--- src/sv/sine_polynomial_approx_top_defines.svh ---
// assertion macros for the sine approximation rtl
`ifndef SINE_POLYNOMIAL_APPROX_TOP_DEFINES_SVH
`define SINE_POLYNOMIAL_APPROX_TOP_DEFINES_SVH

// checked outside reset
`define SPA_ASSERT(lbl, prop, msg) \
  lbl: assert property (@(posedge clk) disable iff (rst) prop) else $error(msg);

// checked during reset too
`define SPA_ASSERT_ALWAYS(lbl, prop, msg) \
  lbl: assert property (@(posedge clk) prop) else $error(msg);

`endif

--- src/sv/spa_pkg.sv ---
// types and constants for the sine approximation block
package spa_pkg;

  localparam int JW = 20;
  localparam int QDEPTH = 4;
  localparam int QAW = 2;
  localparam int QCW = 3;

  localparam logic [30:0] FOPI_Q30 = 31'd1367130551;
  // dp1+dp2+dp3 in q40, split for two narrow multipliers
  localparam logic [39:0] DP_Q40 = 40'd863554413089;
  localparam logic [19:0] DP_HI = DP_Q40[39:20];
  localparam logic [19:0] DP_LO = DP_Q40[19:0];

  localparam logic signed [33:0] ONE_Q30 = 34'sd1073741824;
  localparam logic signed [31:0] SIN_P0 = -32'sd209544;
  localparam logic signed [31:0] SIN_P1 = 32'sd8946590;
  localparam logic signed [31:0] SIN_P2 = -32'sd178956841;
  localparam logic signed [31:0] COS_P0 = 32'sd26235;
  localparam logic signed [31:0] COS_P1 = -32'sd1491139;
  localparam logic signed [31:0] COS_P2 = 32'sd44739220;

  typedef struct packed {
    logic [JW-1:0] j;
    logic [31:0]   mag;
    logic          neg;
  } oct_word_t;

endpackage

--- src/sv/spa_queue.sv ---
// short queue between front end and polynomial back end
`include "sine_polynomial_approx_top_defines.svh"
module spa_queue (
  input  logic               clk,
  input  logic               rst,
  input  logic               push,
  input  spa_pkg::oct_word_t wr_word,
  output logic               rd_valid,
  output spa_pkg::oct_word_t rd_word,
  output logic               almost_full
);
  import spa_pkg::*;

  oct_word_t       mem [QDEPTH];
  logic [QAW-1:0]  wptr;
  logic [QAW-1:0]  rptr;
  logic [QCW-1:0]  count;
  logic            pop;

  assign pop = (count != '0);
  // two words may still be in flight in the front end
  assign almost_full = (count >= QCW'(QDEPTH - 2));

  always_ff @(posedge clk) begin
    if (push) begin
      mem[wptr] <= wr_word;
    end
    if (pop) begin
      rd_word <= mem[rptr];
    end
  end

  always_ff @(posedge clk) begin
    if (rst) begin
      wptr     <= '0;
      rptr     <= '0;
      count    <= '0;
      rd_valid <= 1'b0;
    end else begin
      rd_valid <= pop;
      if (push) begin
        wptr <= wptr + QAW'(1);
      end
      if (pop) begin
        rptr <= rptr + QAW'(1);
      end
      count <= count + QCW'(push) - QCW'(pop);
    end
  end

  `SPA_ASSERT(a_no_overflow, !(push && !pop && count == QCW'(QDEPTH)), "queue overflow")
  `SPA_ASSERT(a_count_range, count <= QCW'(QDEPTH), "queue count out of range")
  `SPA_ASSERT(a_ptr_track, (count == '0 || count == QCW'(QDEPTH)) |-> wptr == rptr,
              "queue pointers disagree with count")
endmodule

--- config.mk ---
export PLATFORM = sky130hd
export DESIGN_NAME = spa_queue
export DESIGN_NICKNAME = d
export VERILOG_FILES = /design/src/sv/spa_pkg.sv /design/src/sv/spa_queue.sv
export VERILOG_INCLUDE_DIRS = /design/src /design/src/sv
export SDC_FILE = /design/constraint.sdc
export NUM_CORES = 1
export LEC_CHECK = 0
export BUFFER_PORTS_ARGS = -buffer_cell sky130_fd_sc_hd__buf_2
export CORE_MARGIN = 1.5
export CORE_UTILIZATION = 50
export CTS_CLUSTER_SIZE = 10
export DETAILED_ROUTE_END_ITERATION = 7
export PLACE_DENSITY = 0.78
export RECOVER_POWER = 50
export SLEW_MARGIN = 20
export SYNTH_ARGS = -nofsm -noshare
export SYNTH_HDL_FRONTEND = slang
export SYNTH_SLANG_ARGS = --single-unit
export TNS_END_PERCENT = 1
--- constraint.sdc ---
create_clock -name clk -period 3 [get_ports clk]
set_input_delay 0.45 -clock clk [delete_from_list [all_inputs] [get_ports clk]]
set_output_delay 0.45 -clock clk [all_outputs]
set_load 0.1 [all_outputs]
== Yosys cells after proc, flatten, opt, wreduce, memory -nomap -nowiden ==
Memory sizes are Yosys's and may differ from the RTL's. A register that Yosys moved wholly into a read port is not among the register bits.
Index checks and enable logic that the tools add are counted.

* ROM bits: 0
* Memories kept: 1
* Memory bits (writable): 212
* Flip-flop bits (word level): 8
* Latch bits: 0

* Eq/ne operators: 0
* Bitwise gates (word level): 0
* Div/mod/pow operators: 0
* Reduce and logical (&&, ||, !) cells: 1
* Shift operators: 0
* Multiply operators: 0
* Add/sub/neg operators: 4
* Muxes and demuxes: 2
* $lt $le $gt $ge: 1

{| class="wikitable"
|+ Memory list
! name !! words !! width !! read ports !! clocked after memory_dff !! write ports !! RTL line !! source
|-
| mem || 4 || 53 || 1 || 1 || 1 || spa_queue.sv:14 || <nowiki>oct_word_t mem [QDEPTH];</nowiki>
|}

{| class="wikitable"
|+ Operator list
! cell !! count
|-
| adder 2 x 1 -> 2 bit (second input constant) || 2
|-
| adder 3 x 1 -> 3 bit || 1
|-
| >= comparator 3 x 2 -> 1 bit (second input constant) || 1
|-
| nonzero test 3 bit || 1
|-
| subtractor 3 x 1 -> 3 bit || 1
|-
| 2-to-1 mux 1 bit || 2
|}

== Logic depth before layout (Yosys ltp) ==
Gate-level depths: netlist of the first run.

* Word-level depth: 2
* Gate-level depth with buffers: 8
* Depth with buffers taken out: 8

== Worst setup path before layout of the first run ==
No wires, ideal clock.

* Kind: register to output
* Start: reg count[1]
* End: out almost_full
* Arrival: 2.734 ns
* Cell stages (with the launch flop): 3
* Data required time: 2.550 ns
* Path slack: -0.184 ns
* Path through: dfxtp_1 inv_1 o31ai_1

* Word-level cells in the longest chain between the ends: 1

{| class="wikitable"
|+ RTL lines
! item !! RTL line !! source
|-
| start, declared || spa_queue.sv:17 || <nowiki>logic [QCW-1:0] count;</nowiki>
|-
| start signal, assigned || spa_queue.sv:47 || <nowiki>count <= count + QCW'(push) - QCW'(pop);</nowiki>
|-
| >= comparator 3 x 2 -> 1 bit || spa_queue.sv:22 || <nowiki>assign almost_full = (count >= QCW'(QDEPTH - 2));</nowiki>
|-
| end, declared || spa_queue.sv:10 || <nowiki>output logic almost_full</nowiki>
|}

Every way passes these cells.

== Final worst setup path of the first run ==
* Start: reg wptr[0]
* End: mem mem[3][12] (netlist bit), enable pin

{| class="wikitable"
|+ RTL lines
! item !! RTL line !! source
|-
| start, declared || spa_queue.sv:15 || <nowiki>logic [QAW-1:0] wptr;</nowiki>
|-
| start signal, assigned || spa_queue.sv:42 || <nowiki>wptr <= wptr + QAW'(1);</nowiki>
|-
| end, declared || spa_queue.sv:14 ||
|}

No word-level cell before the write port.

==> out/qor.txt, run 1 <==
Via-to-Cell Ratio: 5.36
Post-CTS Resized: 0
Tot GR Track Use: 17.0%
Cell Rows: 50
largest net degree at the start of global routing: 55
worst-skew pair later-pin latency: 0.54 ns
antenna violations before repair: 2
Area Overhead vs Synth: 16.7%
Initial DRT Pass Iterations: 4
final cycle utilization of the critical path: 83.2%
Crit Path Max Fanout: 34
#FFs+latches synth: 273
Worst Tran Pin Value: 1.65 ns
Hold Crit Class: input pin to flop
Crit path required time: 3.21 ns
net count after synthesis: 439
violated checks: capacitance limit, slew limit
Longest Clk Path Bufs: 3
clock-pin slew on the worst setup and hold paths: 0.05 ns
Max-Cap Viols: 4
Critical Path AT: 2.71 ns
# IOs: 111
die outline area: 0.0203 mm^2
final setup fails: 0
count of unique library cells instantiated by Yosys: 22
status: finished, violations left
Root Driver: clkbuf_16
Avg Inst Size Synth: 26.0 um^2
Starting DRT DRC Count: 291
wire per inst: 21.2 um
Yosys warning total: 0
vias in the first global route: 4433
post-CTS setup buffers: 0
Max Slew Vio Count: 112
most frequent cells in the layout: 265 x edfxtp_1, 63 x clkbuf_1, 57 x buf_2
antenna-violating nets left: 0
clock sink total: 273
gr ovfl total: 0
first-pass GRT wire length: 25300 um
Residual DRC: 0
share of the yosys chip area belonging to registers: 83.3%
Starting Density: 51.6%
placed cell areas: 0.0106 mm^2
Cell Area, Synth: 0.00974 mm^2
Worst slew margin: -10.1%
Post-Route WL: 16700 um
fin crit period: 2.50 ns
crit end category: flop
Die H: 143 um
RSZ-0062 raised after global routing: false
Clock Skews: 0.0129 ns
final instance area: 0.0114 mm^2
Final Wtd Congestion: 0.662
most common cell after layout, fill and taps aside: edfxtp_1
DP HPWL: 9610 um
Hold Crit Depth: 1
Synth Instances: 375
clock buffer count from CTS: 31
Fillers: 1334
startpoint types: flop
CP Class: flop to flop
Final Hold Viols: 0
TritonCTS clock tree: yes
Vias: 4201
hold_buf cts: 0
Port Buffers: 110
Die Wd: 143 um
share of cells above drive strength 1: 28.7%
Fmax achieved: 401 MHz
Final nets: 576
reg2reg path depth: 3
Sum Neg Setup Slack: 0 ns
area of the core: 0.0189 mm^2
# H-tree levels: 1
## synth_stat cells (all sizes together)
cell type	n	area share, %
and2	4	0.26
buf	12	1.5
clkbuf	1	0.038
dfxtp	8	1.6
edfxtp	265	82
fa	1	0.21
ha	7	0.90
inv	7	0.27
mux2	1	0.12
mux2i	1	0.10
mux4	53	12
nor2	5	0.19
nor2b	3	0.19
nor3	1	0.051
nor4	1	0.064
o31a	1	0.090
o31ai	1	0.077
or3	1	0.064
xnor2	2	0.18
## area by class of cell
cell class	count	area [um^2]	area share, %
multi-input cells	82	1460	12.9
clock inverters	2	17.5	0.154
inverters	7	26.3	0.231
flip-flops and latches	273	8120	71.4
repair buffers	117	597	5.25
clock buffers	41	813	7.15
diodes	2	5.00	0.0440
well taps	260	325	2.86
## logic make-up after synthesis
logic type / Yosys count / synth area share (%)
XOR/XNOR: 2 / 0.180
AND/OR/NAND/NOR: 15 / 0.822
buffers and inverters: 20 / 1.76
multiplexers: 55 / 12.7
flip-flops: 273 / 83.3
AO/OA/AOI/OAI: 2 / 0.167
adder cells (fa/ha/maj): 8 / 1.10
## path summary, 6_finish.rpt
check              startpoint         end  slack (ns)
setup reg to reg      wptr[0]  mem[3][12]        0.50
hold / removal    wr_word[37]  mem[3][37]        0.17
setup / recovery      wptr[0]  mem[3][12]        0.50
hold reg to reg       wptr[1]     wptr[1]        0.58
## per-stage QoR
stage | std cells | setup WS (ns) | hold slack, ns | util, %
2_1_floorplan | 375 | 0.0319 | 0.514 | -
3_3_place_gp | 739 | 0.991 | 0.528 | 56.1
3_5_place_dp | 739 | 0.899 | 0.571 | 56.1
4_1_cts | 782 | 0.654 | 0.105 | 60.5
5_1_grt | 782 | 0.316 | 0.160 | 60.1
6_report | 784 | 0.505 | 0.166 | 60.2
## worst max-delay path: stages (launching register included)
cell and delay [ns]:
dfxtp_1 0.40, ha_1 0.18, and2_0 1.23, buf_12 0.34
## sequential cells by signal, summed over array words and instances, names as in the netlist
register  count
mem         212
rd_word      53
rd_valid      1
count         3
wptr          2
rptr          2
## per-layer routing
metal,share of wire (%),global-route usage (%)
met5,0,0
met4,1.7,4.94
met3,6.5,4.71
met2,50,27.9
met1,42,22.4
Power of run 1 is left out: the tool's default activity adds up to more than one toggle a clock period on the data nets, which glitch-free logic cannot reach.
==> run 2, diff against run 1 <==
Clock period 3 ns to 2.1 ns, I/O delays scaled along.
==> out/qor.txt, run 2 (synthesis results as in run 1) <==
antenna cell count: 0
Starting Density: 51.6%
Worst Tran Pin Value: 0.812 ns
most frequent cells in the layout: 265 x edfxtp_1, 66 x clkbuf_1, 56 x buf_2
wire per inst: 19.6 um
die outline area: 0.0203 mm^2
Hold Crit Depth: 1
Reg with most FFs: mem
Fillers: 1337
Final Wtd Congestion: 0.645
clock buffer count from CTS: 31
final instance area: 0.0118 mm^2
Final nets: 618
placed cell areas: 0.0107 mm^2
register area: 0.00812 mm^2
reg2reg path depth: 2
Critical Path Source: count[1]
Multi-input gate area: 0.00148 mm^2
Residual DRC: 0
Hold Crit Class: input pin to flop
final setup fails: 0
Final Hold Viols: 0
clock-pin slew on the worst setup and hold paths: 0.05 ns
Cell Rows: 50
Root Driver: clkbuf_16
Worst Hold End: mem[1][7]
Vias: 4281
Max Slew Vio Count: 0
Max-Cap Viols: 0
clock sink total: 273
HP Start: wr_word[7]
share of cells above drive strength 1: 28.3%
Crit path required time: 1.78 ns
biggest registers after layout: mem (212), rd_word (53), count (3)
worst-skew pair later-pin latency: 0.52 ns
status: completed
gr ovfl total: 0
first-pass GRT wire length: 25200 um
Area Overhead vs Synth: 21.2%
startpoint types: flop
Die H: 143 um
most common cell after layout, fill and taps aside: edfxtp_1
Die Wd: 143 um
Critical Path AT: 1.67 ns
fin crit period: 1.98 ns
max reg flops: 212
Final Util: 62.5%
area of the core: 0.0189 mm^2
Longest Clk Path Bufs: 3
RR Endpoint: rd_word[52]
Clock Skews: 0.00895 ns
Initial DRT Pass Iterations: 4
Fmax achieved: 504 MHz
CP Class: flop to primary output
Worst slew margin: 45.8%
DP HPWL: 9780 um
Tot GR Track Use: 16.6%
crit end category: primary output
antenna violations before repair: 0
Crit Path Max Fanout: 5
WHS: 0.0862 ns
reg-to-reg slack, setup: 0.17 ns
# H-tree levels: 1
Starting DRT DRC Count: 211
Sum Neg Setup Slack: 0 ns
largest net degree at the start of global routing: 56
# IOs: 111
Via-to-Cell Ratio: 5.18
TritonCTS clock tree: yes
Port Buffers: 110
Post-Route WL: 16200 um
r2r startpoint: rptr[0]
RSZ-0062 raised after global routing: false
post-CTS setup buffers: 0
antenna-violating nets left: 0
vias in the first global route: 4693
final cycle utilization of the critical path: 94.5%
[run 2: routing by layer]
| metal | up-vias | track usage (%) | wire [um] |
|---|---|---|---|
| met5 | - | 0 | 0 |
| met3 | 12 | 3.40 | 826 |
| met1 | 2221 | 21.1 | 6740 |
| met4 | 0 | 3.96 | 124 |
| li1 | 1931 | - | - |
| met2 | 117 | 29.3 | 8510 |
[run 2: per-stage QoR]
step           instances  setup WS (ns)
3_3_place_gp         746          0.244
3_5_place_dp         746          0.218
2_1_floorplan        375         -0.117
5_1_grt              826         0.0490
6_report             826          0.115
4_1_cts              826         0.0464
[run 2: timing repair]
item / in CTS / in global routing
endpoints found under the setup margin: 1 / 1
hold buffers: 35 / 0
endpoints found under the hold margin: 132 / 0
resized for setup: 1 / 1
pin swaps: 0 / 0
cloned: 0 / 0
[run 2: final cells by class]
class | count | share of cell area, %
timing repair buffer | 159 | 8.47
sequential | 273 | 68.8
clock inverter | 1 | 0.254
multi-input combinational | 82 | 12.6
inverter | 7 | 0.222
clock buffer | 44 | 6.98
tap | 260 | 2.75
[run 2: how the worst max path moves through the flow]
stage / slack [ns] / endpoint / cells past startpoint
after detailed placement: 0.22 / count[2] / 8
final: 0.12 / almost_full / 3
after global routing: 0.05 / almost_full / 3
after CTS: 0.05 / almost_full / 4
after floorplan: -0.12 / mem[0][0] / 3
after global placement: 0.24 / count[1] / 7
[run 2: critical path, cell delays in order, from the launching register on]
cell	delay, ns
dfxtp_1	0.44
inv_1	0.12
o31ai_2	0.33
buf_6	0.27
Power of run 2 is left out for the same reason.
