`src/sv/sine_polynomial_approx_top_defines.svh`:
```
// assertion macros for the sine approximation rtl
`ifndef SINE_POLYNOMIAL_APPROX_TOP_DEFINES_SVH
`define SINE_POLYNOMIAL_APPROX_TOP_DEFINES_SVH

// checked outside reset
`define SPA_ASSERT(lbl, prop, msg) \
  lbl: assert property (@(posedge clk) disable iff (rst) prop) else $error(msg);

// checked during reset too
`define SPA_ASSERT_ALWAYS(lbl, prop, msg) \
  lbl: assert property (@(posedge clk) prop) else $error(msg);

`endif

```
`src/sv/spa_pkg.sv`:
```
// types and constants for the sine approximation block
package spa_pkg;

  localparam int JW = 20;
  localparam int QDEPTH = 4;
  localparam int QAW = 2;
  localparam int QCW = 3;

  localparam logic [30:0] FOPI_Q30 = 31'd1367130551;
  // dp1+dp2+dp3 in q40, split for two narrow multipliers
  localparam logic [39:0] DP_Q40 = 40'd863554413089;
  localparam logic [19:0] DP_HI = DP_Q40[39:20];
  localparam logic [19:0] DP_LO = DP_Q40[19:0];

  localparam logic signed [33:0] ONE_Q30 = 34'sd1073741824;
  localparam logic signed [31:0] SIN_P0 = -32'sd209544;
  localparam logic signed [31:0] SIN_P1 = 32'sd8946590;
  localparam logic signed [31:0] SIN_P2 = -32'sd178956841;
  localparam logic signed [31:0] COS_P0 = 32'sd26235;
  localparam logic signed [31:0] COS_P1 = -32'sd1491139;
  localparam logic signed [31:0] COS_P2 = 32'sd44739220;

  typedef struct packed {
    logic [JW-1:0] j;
    logic [31:0]   mag;
    logic          neg;
  } oct_word_t;

endpackage

```
`src/sv/spa_front.sv`:
```
// front end: magnitude, sign and even octant index
module spa_front #(
  parameter int ANGLE_FRAC_BITS = 24
) (
  input  logic                     clk,
  input  logic                     rst,
  input  logic                     take,
  input  logic signed [31:0]       angle,
  output logic                     push,
  output spa_pkg::oct_word_t       word
);
  import spa_pkg::*;

  logic        v1;
  logic [31:0] mag1;
  logic        neg1;
  logic [62:0] prod1;
  logic [31:0] mag_c;
  logic [62:0] jfull;
  logic [JW-1:0] jt;
  logic [JW-1:0] je;

  // most negative angle gives 2^31, exact in 32 unsigned bits
  assign mag_c = angle[31] ? (~angle + 32'd1) : angle;

  always_ff @(posedge clk) begin
    if (rst) begin
      v1 <= 1'b0;
    end else begin
      v1 <= take;
    end
    mag1  <= mag_c;
    neg1  <= angle[31];
    prod1 <= 63'(mag_c) * 63'(FOPI_Q30);
  end

  assign jfull = prod1 >> (ANGLE_FRAC_BITS + 30);
  assign jt = jfull[JW-1:0];
  assign je = (jt + JW'(1)) & ~JW'(1);

  always_ff @(posedge clk) begin
    if (rst) begin
      push <= 1'b0;
    end else begin
      push <= v1;
    end
    word.j   <= je;
    word.mag <= mag1;
    word.neg <= neg1;
  end
endmodule

```
`config.mk`:
```
export PLATFORM = sky130hd
export DESIGN_NAME = spa_front
export DESIGN_NICKNAME = d
export VERILOG_FILES = /design/src/sv/sine_polynomial_approx_top_defines.svh /design/src/sv/spa_pkg.sv /design/src/sv/spa_front.sv
export SDC_FILE = /design/constraint.sdc
export NUM_CORES = 1
export LEC_CHECK = 0
export ABC_AREA = 1
export ABC_CLOCK_PERIOD_IN_PS = 8650
export BUFFER_PORTS_ARGS = -buffer_cell sky130_fd_sc_hd__buf_2
export CAP_MARGIN = 10
export CORE_ASPECT_RATIO = 0.75
export CORE_MARGIN = 2
export CORE_UTILIZATION = 59
export DETAILED_ROUTE_END_ITERATION = 12
export GPL_TIMING_DRIVEN = 0
export PLACE_DENSITY = 0.77
export SLEW_MARGIN = 20
export SYNTH_ARGS = -nofsm -noshare
export SYNTH_HDL_FRONTEND = slang
export SYNTH_SLANG_ARGS = --single-unit
```
`constraint.sdc`:
```
create_clock -name clk -period 8.65 [get_ports clk]
set_input_delay 0.4325 -clock clk [delete_from_list [all_inputs] [get_ports clk]]
set_output_delay 0.4325 -clock clk [all_outputs]
set_load 0.005 [all_outputs]
```
After elaboration in Yosys (flattened, before gate mapping)
Cells that the tools add are included.
- flip-flop bits (word level): 150
- input port bits: 35
- output and inout port bits: 54
- word-level logic and storage cells: 13
- add/subtract/negate cells: 2
- multiply operators: 1
- mux-type cells: 1
- bitwise gates (word level): 1
- operator list (operator ; count):
    $mul A32 B31 Y63 const B ; 1
    $add A32 B1 Y32 const B ; 1
    $mux W32 ; 1
    $not A32 Y32 ; 1
    $add A9 B1 Y10 const B ; 1

Logic depth before layout (Yosys ltp)
Gate-level depths: netlist of the first run.
- word-level depth: 4
- depth in mapped cells: 37
- depth with buffers taken out: 37

Worst setup path before layout of the first run
Ideal clock, no wire load.
- path type: input-to-reg
- from: in angle[1]
- to: reg prod1[60]
- library setup time: 0.112 ns
- data arrival time: 6.956 ns
- required time: 8.538 ns
- path slack: 1.582 ns
- stages on the path: 32
- buffers on the path: 0
- cells stage by stage: inv_1 > ha_1 > inv_1 > nor3_2 > nand2_2 > o21ai_2 > o21a_1 > xor2_1 > inv_1 > fa_1 > inv_1 > fa_1 > fa_1 > fa_1 > inv_1 > fa_1 > fa_1 > fa_1 > inv_1 > fa_1 > inv_1 > ha_1 > nand2_1 > inv_1 > a21oi_1 > nand2_1 > nand2_1 > nand2_1 > a21oi_1 > nand2_1 > nand2_1 > nand2_1
- longest elaborated chain between the ends: 4
- ends and longest elaborated chain (what ; line ; RTL):
    from (decl) ; spa_front.sv:8 ; input logic signed [31:0] angle,
    $not A32 Y32 ; spa_front.sv:24 ; assign mag_c = angle[31] ? (~angle + 32'd1) : angle;
    $add A32 B1 Y32 ; spa_front.sv:24 ;
    $mux W32 ; spa_front.sv:24 ;
    named net mag_c[14] ; spa_front.sv:18 ; logic [31:0] mag_c;
    $mul A32 B31 Y63 ; spa_front.sv:34 ; prod1 <= 63'(mag_c) * 63'(FOPI_Q30);
    to (signal assigned) ; spa_front.sv:34 ;
    to (decl) ; spa_front.sv:17 ; logic [62:0] prod1;
The timed path passes the listed nets, and every way through them passes these cells.
A chain may end at the register's enable or synchronous reset.

Final worst setup path of the first run
- from: in angle[0]
- to: reg prod1[60]
The elaborated chain is that of the path after synthesis.

==> flow_metrics.py, run 1 <==
metrics = {
    "run_status": {
        "outcome": "finished, final reports clean",
    },
    "sta": {
        "period_minus_slack_ns": 8.09,
        "finalHoldViolCount": 0,
        "maxSlewHeadroom_pct": 21.3,
        "setup_viol": 0,
        "fin_crit_sh_pct": 93.5,
        "rsz0062_at_grt": "no",
        "worst_slew_pin_slew_ns": 1.18,
        "fmax_ghz": 0.124,
        "slew_viol_final": 0,
        "fin_setup_tns_ns": 0,
        "fin_skew_ns": 0.00848,
    },
    "logic_synthesis": {
        "synthTopCellsByArea": "fa_1 (38%), ha_1 (21%), inv_1 (15%)",
        "ys_seq_area_share_pct": 7.89,
        "ys_types": 34,
        "yosysWarnings": 0,
        "synthCells": 2626,
        "synthFlopType": "dfxtp_1",
        "yosys.area.top_type_share_pct": 37.6,
        "avgSynthCellArea_um2": 8.31,
        "synth_edf_count": 0,
        "synthesis.area_mm2": 0.0218,
        "yosys.area.top_type": "fa_1",
        "yosys_register_bits": 86,
        "async_reset_ff_share_pct": 0,
    },
    "critical_path": {
        "cp-end-kind": "flip-flop",
        "crit_fanout": 11,
        "worst-path-buf-inv": 9,
        "worstReg2RegStart": "prod1[56]",
        "cp_slowest_stage_delay_ns": 0.64,
        "cpMaxStageDelayCell": "fa_1",
        "crit_arrival_ns": 8.35,
        "path_class": "primary input to flip-flop",
        "start_kind": "primary input",
        "rrSetupSlack_ns": 7.34,
        "cp.required_ns": 8.91,
        "crit_path_start": "angle[0]",
        "critical_path.top_delay_family": "adder cells",
    },
    "global_routing": {
        "gr-total-overflow": 0,
        "grt_usage_pct": 32.5,
        "antenna_found_initial": 0,
        "grt_pass1_vias": 17000,
        "grt_first_pass_wirelength_um": 93200,
        "grt_start_max_net_pins": 19,
    },
    "detailed_routing": {
        "met1Wirelength_um": 26900,
        "dr.first_iter.drc_count": 1075,
        "wl_met2_um": 23800,
        "vias_per_cell": 5.06,
        "top_layer": "met4",
        "wl_per_cell_um": 17.8,
        "dr_wl_met3_um": 5890,
        "ant_nets": 0,
        "drc_errors": 0,
        "wirelength_um": 57700,
        "vias": 16400,
        "dr.pass1.iters": 7,
    },
    "floorplan": {
        "start_util_pct": 60.3,
        "rows": 60,
        "core_mm2": 0.0362,
        "die_y_um": 171,
        "dieWidth_um": 226,
        "dieArea_mm2": 0.0385,
        "io_pins": 89,
    },
    "place": {
        "io_buffers": 77,
        "routabilityCongestion": 0.996,
        "hpwlAfterDp_um": 51700,
    },
    "clocking": {
        "cts_buffers": 9,
        "h-tree-depth": 3,
        "worstSkewPairLatency_ns": 0.38,
        "ctsHoldBuffers": 0,
        "post_cts_resized": 0,
        "post_cts_buffers": 0,
        "cts_root_buffer": "clkbuf_16",
        "cts_buffer_depth": 2,
        "cts_tree": "done",
        "clock_sinks": 86,
        "clkTransAtPathRegs_ns": 0.07,
    },
    "layout": {
        "n_antenna_cell": 0,
        "drive_above_1_share_pct": 5.95,
        "layout.nets": 3549,
        "syn2layout_area_growth_pct": 6.94,
    },
    "run": {
        "max_cap_violations": 0,
    },
    "hold_path": {
        "min_path_type": "primary input to flip-flop",
        "hold_start": "rst",
    },
}
-- cells by family after synthesis --
logic type / Yosys count / synth area share [%]
xor gates and xnor gates: 37 / 1.68
buffers and inverters: 920 / 16.0
DFF: 86 / 7.89
and+or+nand+nor: 729 / 13.7
other: 1 / 0.0172
adders and majority gates: 781 / 58.9
AOI/OAI and AO/OA: 72 / 1.80
-- Yosys cell counts (4+ instances only) --
cell type / instances
inv_1: 897
nand2_1: 475
fa_1: 410
ha_1: 371
nor2_1: 136
dfxtp_1: 86
nand3_1: 62
a21oi_1: 48
xor2_1: 25
nor3_1: 18
o21ai_0: 15
buf_4: 11
nand4_1: 11
inv_2: 8
xnor2_1: 8
nand2_2: 7
buf_2: 4
-- worst paths after layout --
| check | to | cells after the start |
|---|---|---|
| min reg2reg | word[30] | 0 |
| max reg2reg | word[40] | 4 |
| min | push | 2 |
| max | prod1[60] | 33 |
-- routing by layer --
layer  up-vias  track usage (%)
met5         -                0
met1      7902             47.7
met4         0             6.92
met3        86             10.6
li1       7760                -
met2       609             46.9
-- flip-flops by register name, indices dropped and copies added (netlist names) --
name and count:
mag1 31, neg1 1, prod1 10, push 1, v1 1, word 42
-- layout make-up --
class                           count  area (um2)
Clock inverter                      7        72.6
Fill cell                        3114       12900
Multi-Input combinational cell   1630       16700
Clock buffer                        9         225
Buffer                             15         103
Sequential cell                    86        1720
Inverter                          905        3400
Timing Repair Buffer               86         483
Tap cell                          496         621
-- per-stage QoR --
stage               cell area [um2]  worst slack [ns]  utilization, %  std cells  hold WS [ns]
global route                  23300            0.0741            64.5       3234         0.229
floorplan                     21800              1.58               -       2636         0.310
detailed placement            23000             0.256            63.6       3218         0.312
global placement              22900            0.0816            63.2       3209         0.309
CTS                           23300             0.601            64.4       3234         0.212
finish                        23300             0.561            64.5       3234         0.227
-- worst reg2reg max path: cells and delay by family (launching register included) --
family	cells	cell delay, ns
flops	1	0.38
simple gates	3	0.63
xor+xnor	1	0.18
-- layout by cell type, fill, tap and decap left out, types with 7 or more instances in the layout --
master / instances
a21oi_1: 45
buf_2: 81
buf_4: 12
buf_6: 8
clkbuf_16: 9
conb_1: 11
dfxtp_1: 86
fa_1: 410
ha_1: 371
inv_1: 897
inv_2: 8
nand2_1: 475
nand2_2: 7
nand3_1: 62
nand4_1: 11
nor2_1: 136
nor3_1: 18
o21ai_0: 12
xnor2_1: 7
xor2_1: 18
xor2_2: 10
Power of run 1 is left out: the tool's default activity adds up to more than one toggle a clock period on the data nets, which glitch-free logic cannot reach.
==> run 2, diff against run 1 <==
--- a/config.mk
+++ b/config.mk
@@ -15,6 +15,7 @@
 export DETAILED_ROUTE_END_ITERATION = 12
 export GPL_TIMING_DRIVEN = 0
 export PLACE_DENSITY = 0.77
+export RECOVER_POWER = 25
 export SLEW_MARGIN = 20
 export SYNTH_ARGS = -nofsm -noshare
 export SYNTH_HDL_FRONTEND = slang
==> run 2 against run 1 <==
  * Critical path depth did not move
  * Utilization hardly changed
  * Clock skew stayed put
  * Die area unchanged
  * Sequential cell count stayed put
  * Final cell count unchanged
  * Hold slack unchanged
  * Register-to-register slack about the same
  * Fmax barely moved
  * Non-clock buffer count unchanged
  * Setup slack better by 0.00068 ns
  * Critical path type unchanged
==> flow_metrics.py, run 2 (synthesis gave the netlist of run 1 again) <==
metrics = {
    "sta": {
        "worst_slew_pin_slew_ns": 1.18,
        "fin_setup_tns_ns": 0,
        "maxSlewHeadroom_pct": 21.3,
        "fin_crit_sh_pct": 93.5,
        "finalHoldViolCount": 0,
        "fmax_ghz": 0.124,
        "period_minus_slack_ns": 8.09,
        "rsz0062_at_grt": "no",
        "slew_viol_final": 0,
        "setup_viol": 0,
        "fin_skew_ns": 0.00848,
    },
    "layout": {
        "layout_common_cells": "inv_1 (897), nand2_1 (475), fa_1 (410)",
        "n_antenna_cell": 0,
        "largest_reg_flops": 42,
        "layout.nets": 3549,
        "largest_register": "word",
        "drive_above_1_share_pct": 5.92,
        "final_common_cell": "inv_1",
        "fin_cells": 3234,
        "fin_util_pct": 64.5,
        "reg_top3": "word: 42 flops, mag1: 31 flops, prod1: 10 flops",
        "syn2layout_area_growth_pct": 6.94,
    },
    "hold_path": {
        "whs_path_depth": 2,
        "min_path_type": "primary input to flip-flop",
        "hold_start": "rst",
        "holdPathEnd": "push",
    },
    "critical_path": {
        "reg2regPathDepth": 4,
        "path_class": "primary input to flip-flop",
        "rrSetupSlack_ns": 7.34,
        "cpMaxStageDelayCell": "fa_1",
        "crit_fanout": 11,
        "r2r-end": "word[40]",
        "worstReg2RegStart": "prod1[56]",
        "cp-end-kind": "flip-flop",
        "cp_slowest_stage_delay_ns": 0.64,
        "cp.required_ns": 8.91,
        "start_kind": "primary input",
        "crit_arrival_ns": 8.35,
    },
    "detailed_routing": {
        "vias_per_cell": 5.06,
        "dr.pass1.iters": 7,
        "vias": 16400,
        "drc_errors": 0,
        "ant_nets": 0,
        "dr.first_iter.drc_count": 1075,
        "wl_per_cell_um": 17.8,
        "wirelength_um": 57700,
    },
    "global_routing": {
        "grt_pass1_vias": 17000,
        "grt_start_max_net_pins": 19,
        "grt_usage_pct": 32.5,
        "grt_first_pass_wirelength_um": 93200,
        "gr-total-overflow": 0,
        "antenna_found_initial": 0,
    },
    "floorplan": {
        "rows": 60,
        "die_y_um": 171,
        "io_pins": 89,
        "dieArea_mm2": 0.0385,
        "start_util_pct": 60.3,
        "core_mm2": 0.0362,
        "dieWidth_um": 226,
    },
    "clocking": {
        "h-tree-depth": 3,
        "post_cts_resized": 0,
        "cts_buffers": 9,
        "worstSkewPairLatency_ns": 0.38,
        "post_cts_buffers": 0,
        "cts_buffer_depth": 2,
        "clkTransAtPathRegs_ns": 0.07,
        "clock_sinks": 86,
        "cts_root_buffer": "clkbuf_16",
        "ctsHoldBuffers": 0,
        "cts_tree": "done",
    },
    "place": {
        "routabilityCongestion": 0.996,
        "hpwlAfterDp_um": 51700,
        "io_buffers": 77,
        "dp_cells": 3218,
    },
    "run": {
        "max_cap_violations": 0,
    },
    "run_status": {
        "outcome": "finished, final reports clean",
    },
}
-- run 2: changes by cell type in the layout (fill, tap and decap cells not counted) --
cell      before  now
clkbuf_1       0    1
buf_2         81   80
-- run 2: how the worst max path moves through the flow --
stage | start | endpoint | slack [ns] | cells past startpoint
after CTS | angle[0] | prod1[59] | 0.60 | 33
after floorplan | angle[1] | prod1[60] | 1.58 | 32
after detailed placement | angle[0] | prod1[59] | 0.26 | 33
final | angle[0] | prod1[60] | 0.56 | 33
after global routing | angle[0] | prod1[61] | 0.07 | 30
after global placement | angle[31] | prod1[60] | 0.08 | 28
-- run 2: area by class of cell --
class / count / area (um2)
plain buffers: 15 / 103
inverters: 905 / 3400
clock inverters: 7 / 72.6
multi-input cells: 1630 / 16700
clock buffers: 9 / 225
well taps: 496 / 621
fillers: 3115 / 12900
repair buffers: 86 / 482
flip-flops and latches: 86 / 1720
-- run 2: stage by stage --
stage               hold slack, ns  instance area, um2  setup WS, ns
finish                       0.227               23300         0.562
global route                 0.229               23300        0.0741
CTS                          0.212               23300         0.601
detailed placement           0.312               23000         0.256
global placement             0.309               22900        0.0816
floorplan                    0.310               21800          1.58
-- run 2: worst max-delay path, delay by kind of cell --
family                     cells  cell delay (ns)
xor gates and xnor gates       1             0.35
and+or+nand+nor                9             0.89
adders and majority gates     10             4.67
AOI/OAI and AO/OA              4             0.80
buffers and inverters          9             1.15
-- run 2: routing by layer --
metal / track usage [%] / vias to the layer above / wire, um
met5: 0 / - / 0
met3: 10.6 / 86 / 5890
met2: 46.9 / 609 / 23800
met4: 6.92 / 0 / 1160
li1: - / 7760 / -
met1: 47.7 / 7901 / 26900
Power of run 2 is left out for the same reason.
==> run 3, diff against run 2 <==
--- a/config.mk
+++ b/config.mk
@@ -14,6 +14,7 @@
 export CORE_UTILIZATION = 59
 export DETAILED_ROUTE_END_ITERATION = 12
 export GPL_TIMING_DRIVEN = 0
+export MAX_ROUTING_LAYER = met4
 export PLACE_DENSITY = 0.77
 export RECOVER_POWER = 25
 export SLEW_MARGIN = 20
==> run 3 against run 2 <==
  * Hold slack got worse by 0.0091 ns
  * Sequential share of layout area barely moved
  * Setup slack improved by 0.093 ns
  * Count of clock-buffer cells in the layout did not move
  * Critical path type unchanged
==> flow_metrics.py, run 3 (synthesis gave the netlist of run 1 again) <==
metrics = {
    "run_status": {
        "outcome": "finished, final reports clean",
    },
    "critical_path": {
        "crit_arrival_ns": 8.25,
        "crit_fanout": 11,
        "path_class": "primary input to flip-flop",
        "cpMaxStageDelayCell": "fa_1",
        "cp-end-kind": "flip-flop",
        "start_kind": "primary input",
        "reg2regPathDepth": 4,
        "cp.required_ns": 8.91,
        "cp_slowest_stage_delay_ns": 0.63,
    },
    "clocking": {
        "ctsHoldBuffers": 0,
        "clkTransAtPathRegs_ns": 0.07,
        "cts_buffer_depth": 2,
        "clock_sinks": 86,
        "cts_root_buffer": "clkbuf_16",
        "h-tree-depth": 3,
        "worstSkewPairLatency_ns": 0.38,
        "cts_tree": "done",
        "post_cts_buffers": 0,
        "post_cts_resized": 0,
        "cts_buffers": 9,
    },
    "hold_path": {
        "min_path_type": "primary input to flip-flop",
        "whs_path_depth": 2,
    },
    "floorplan": {
        "dieArea_mm2": 0.0385,
        "io_pins": 89,
        "start_util_pct": 60.3,
        "dieWidth_um": 226,
        "rows": 60,
        "die_y_um": 171,
        "core_mm2": 0.0362,
    },
    "global_routing": {
        "grt_pass1_vias": 16900,
        "grt_start_max_net_pins": 19,
        "grt_first_pass_wirelength_um": 93400,
        "gr-total-overflow": 0,
        "antenna_found_initial": 0,
        "grt_usage_pct": 33.7,
    },
    "layout": {
        "fin_util_pct": 64.6,
        "drive_above_1_share_pct": 6.02,
        "layout.nets": 3551,
        "reg_top3": "word: 42 flops, mag1: 31 flops, prod1: 10 flops",
        "final_common_cell": "inv_1",
        "largest_register": "word",
        "layout.area.seq_mm2": 0.00172,
        "fin_cells": 3236,
        "n_antenna_cell": 0,
        "largest_reg_flops": 42,
        "syn2layout_area_growth_pct": 7.11,
        "multi_input_area_mm2": 0.0167,
        "n_fill_cell": 3163,
        "layout_common_cells": "inv_1 (897), nand2_1 (475), fa_1 (410)",
    },
    "sta": {
        "maxSlewHeadroom_pct": 24.5,
        "setup_viol": 0,
        "worst_slack_ns": 0.655,
        "fin_setup_tns_ns": 0,
        "rsz0062_at_grt": "no",
        "worst_slew_pin_slew_ns": 1.13,
        "period_minus_slack_ns": 8.00,
        "slew_viol_final": 0,
        "fin_skew_ns": 0.0103,
        "finalHoldViolCount": 0,
        "fmax_ghz": 0.125,
        "fin_crit_sh_pct": 92.4,
    },
    "detailed_routing": {
        "dr.first_iter.drc_count": 1164,
        "wl_per_cell_um": 18.0,
        "dr.pass1.iters": 8,
        "drc_errors": 0,
        "vias_per_cell": 5.01,
        "vias": 16200,
        "ant_nets": 0,
        "wirelength_um": 58200,
    },
    "place": {
        "dp_slack_ns": 0.300,
        "hpwlAfterDp_um": 52200,
        "dp_cells": 3220,
        "io_buffers": 77,
        "routabilityCongestion": 0.986,
    },
    "run": {
        "max_cap_violations": 0,
    },
}
-- run 3: cell count changes in the layout (fill, tap and decap cells not counted), sizes merged --
cell and delta:
buf +2
-- run 3: layer usage --
metal | wire, um | up-vias | global-route usage, %
li1 | - | 7757 | -
met1 | 27300 | 7796 | 48.6
met2 | 23600 | 577 | 47.1
met3 | 6060 | 83 | 9.98
met4 | 1220 | 0 | 6.61
met5 | 0 | - | -
-- run 3: area by class of cell --
| class | count | area share [%] |
|---|---|---|
| multi-input combinational | 1630 | 71.5 |
| inverter | 905 | 14.5 |
| sequential | 86 | 7.37 |
| tap | 496 | 2.66 |
| timing repair buffer | 88 | 2.19 |
| clock buffer | 9 | 0.964 |
| buffer | 15 | 0.439 |
| clock inverter | 7 | 0.311 |
-- run 3: worst max-delay path: cells and delay by family --
family	cells	cell delay [ns]
fa+ha+maj	10	4.63
compound gates	4	0.81
xor+xnor	1	0.26
buf+inv	9	1.15
simple gates	9	0.92
-- run 3: worst paths after layout --
kind | endpoint | slack (ns) | from
hold reg to reg | word[5] | 0.33 | mag1[4]
hold / removal | v1 | 0.22 | rst
setup reg to reg | word[40] | 7.33 | prod1[56]
setup / recovery | prod1[60] | 0.65 | angle[0]
-- run 3: per-stage QoR --
stage / cell area, um2 / hold slack, ns
2_1_floorplan: 21800 / 0.310
3_3_place_gp: 22900 / 0.310
3_5_place_dp: 23100 / 0.312
4_1_cts: 23300 / 0.210
5_1_grt: 23400 / 0.222
6_report: 23400 / 0.218
Power of run 3 is left out for the same reason.
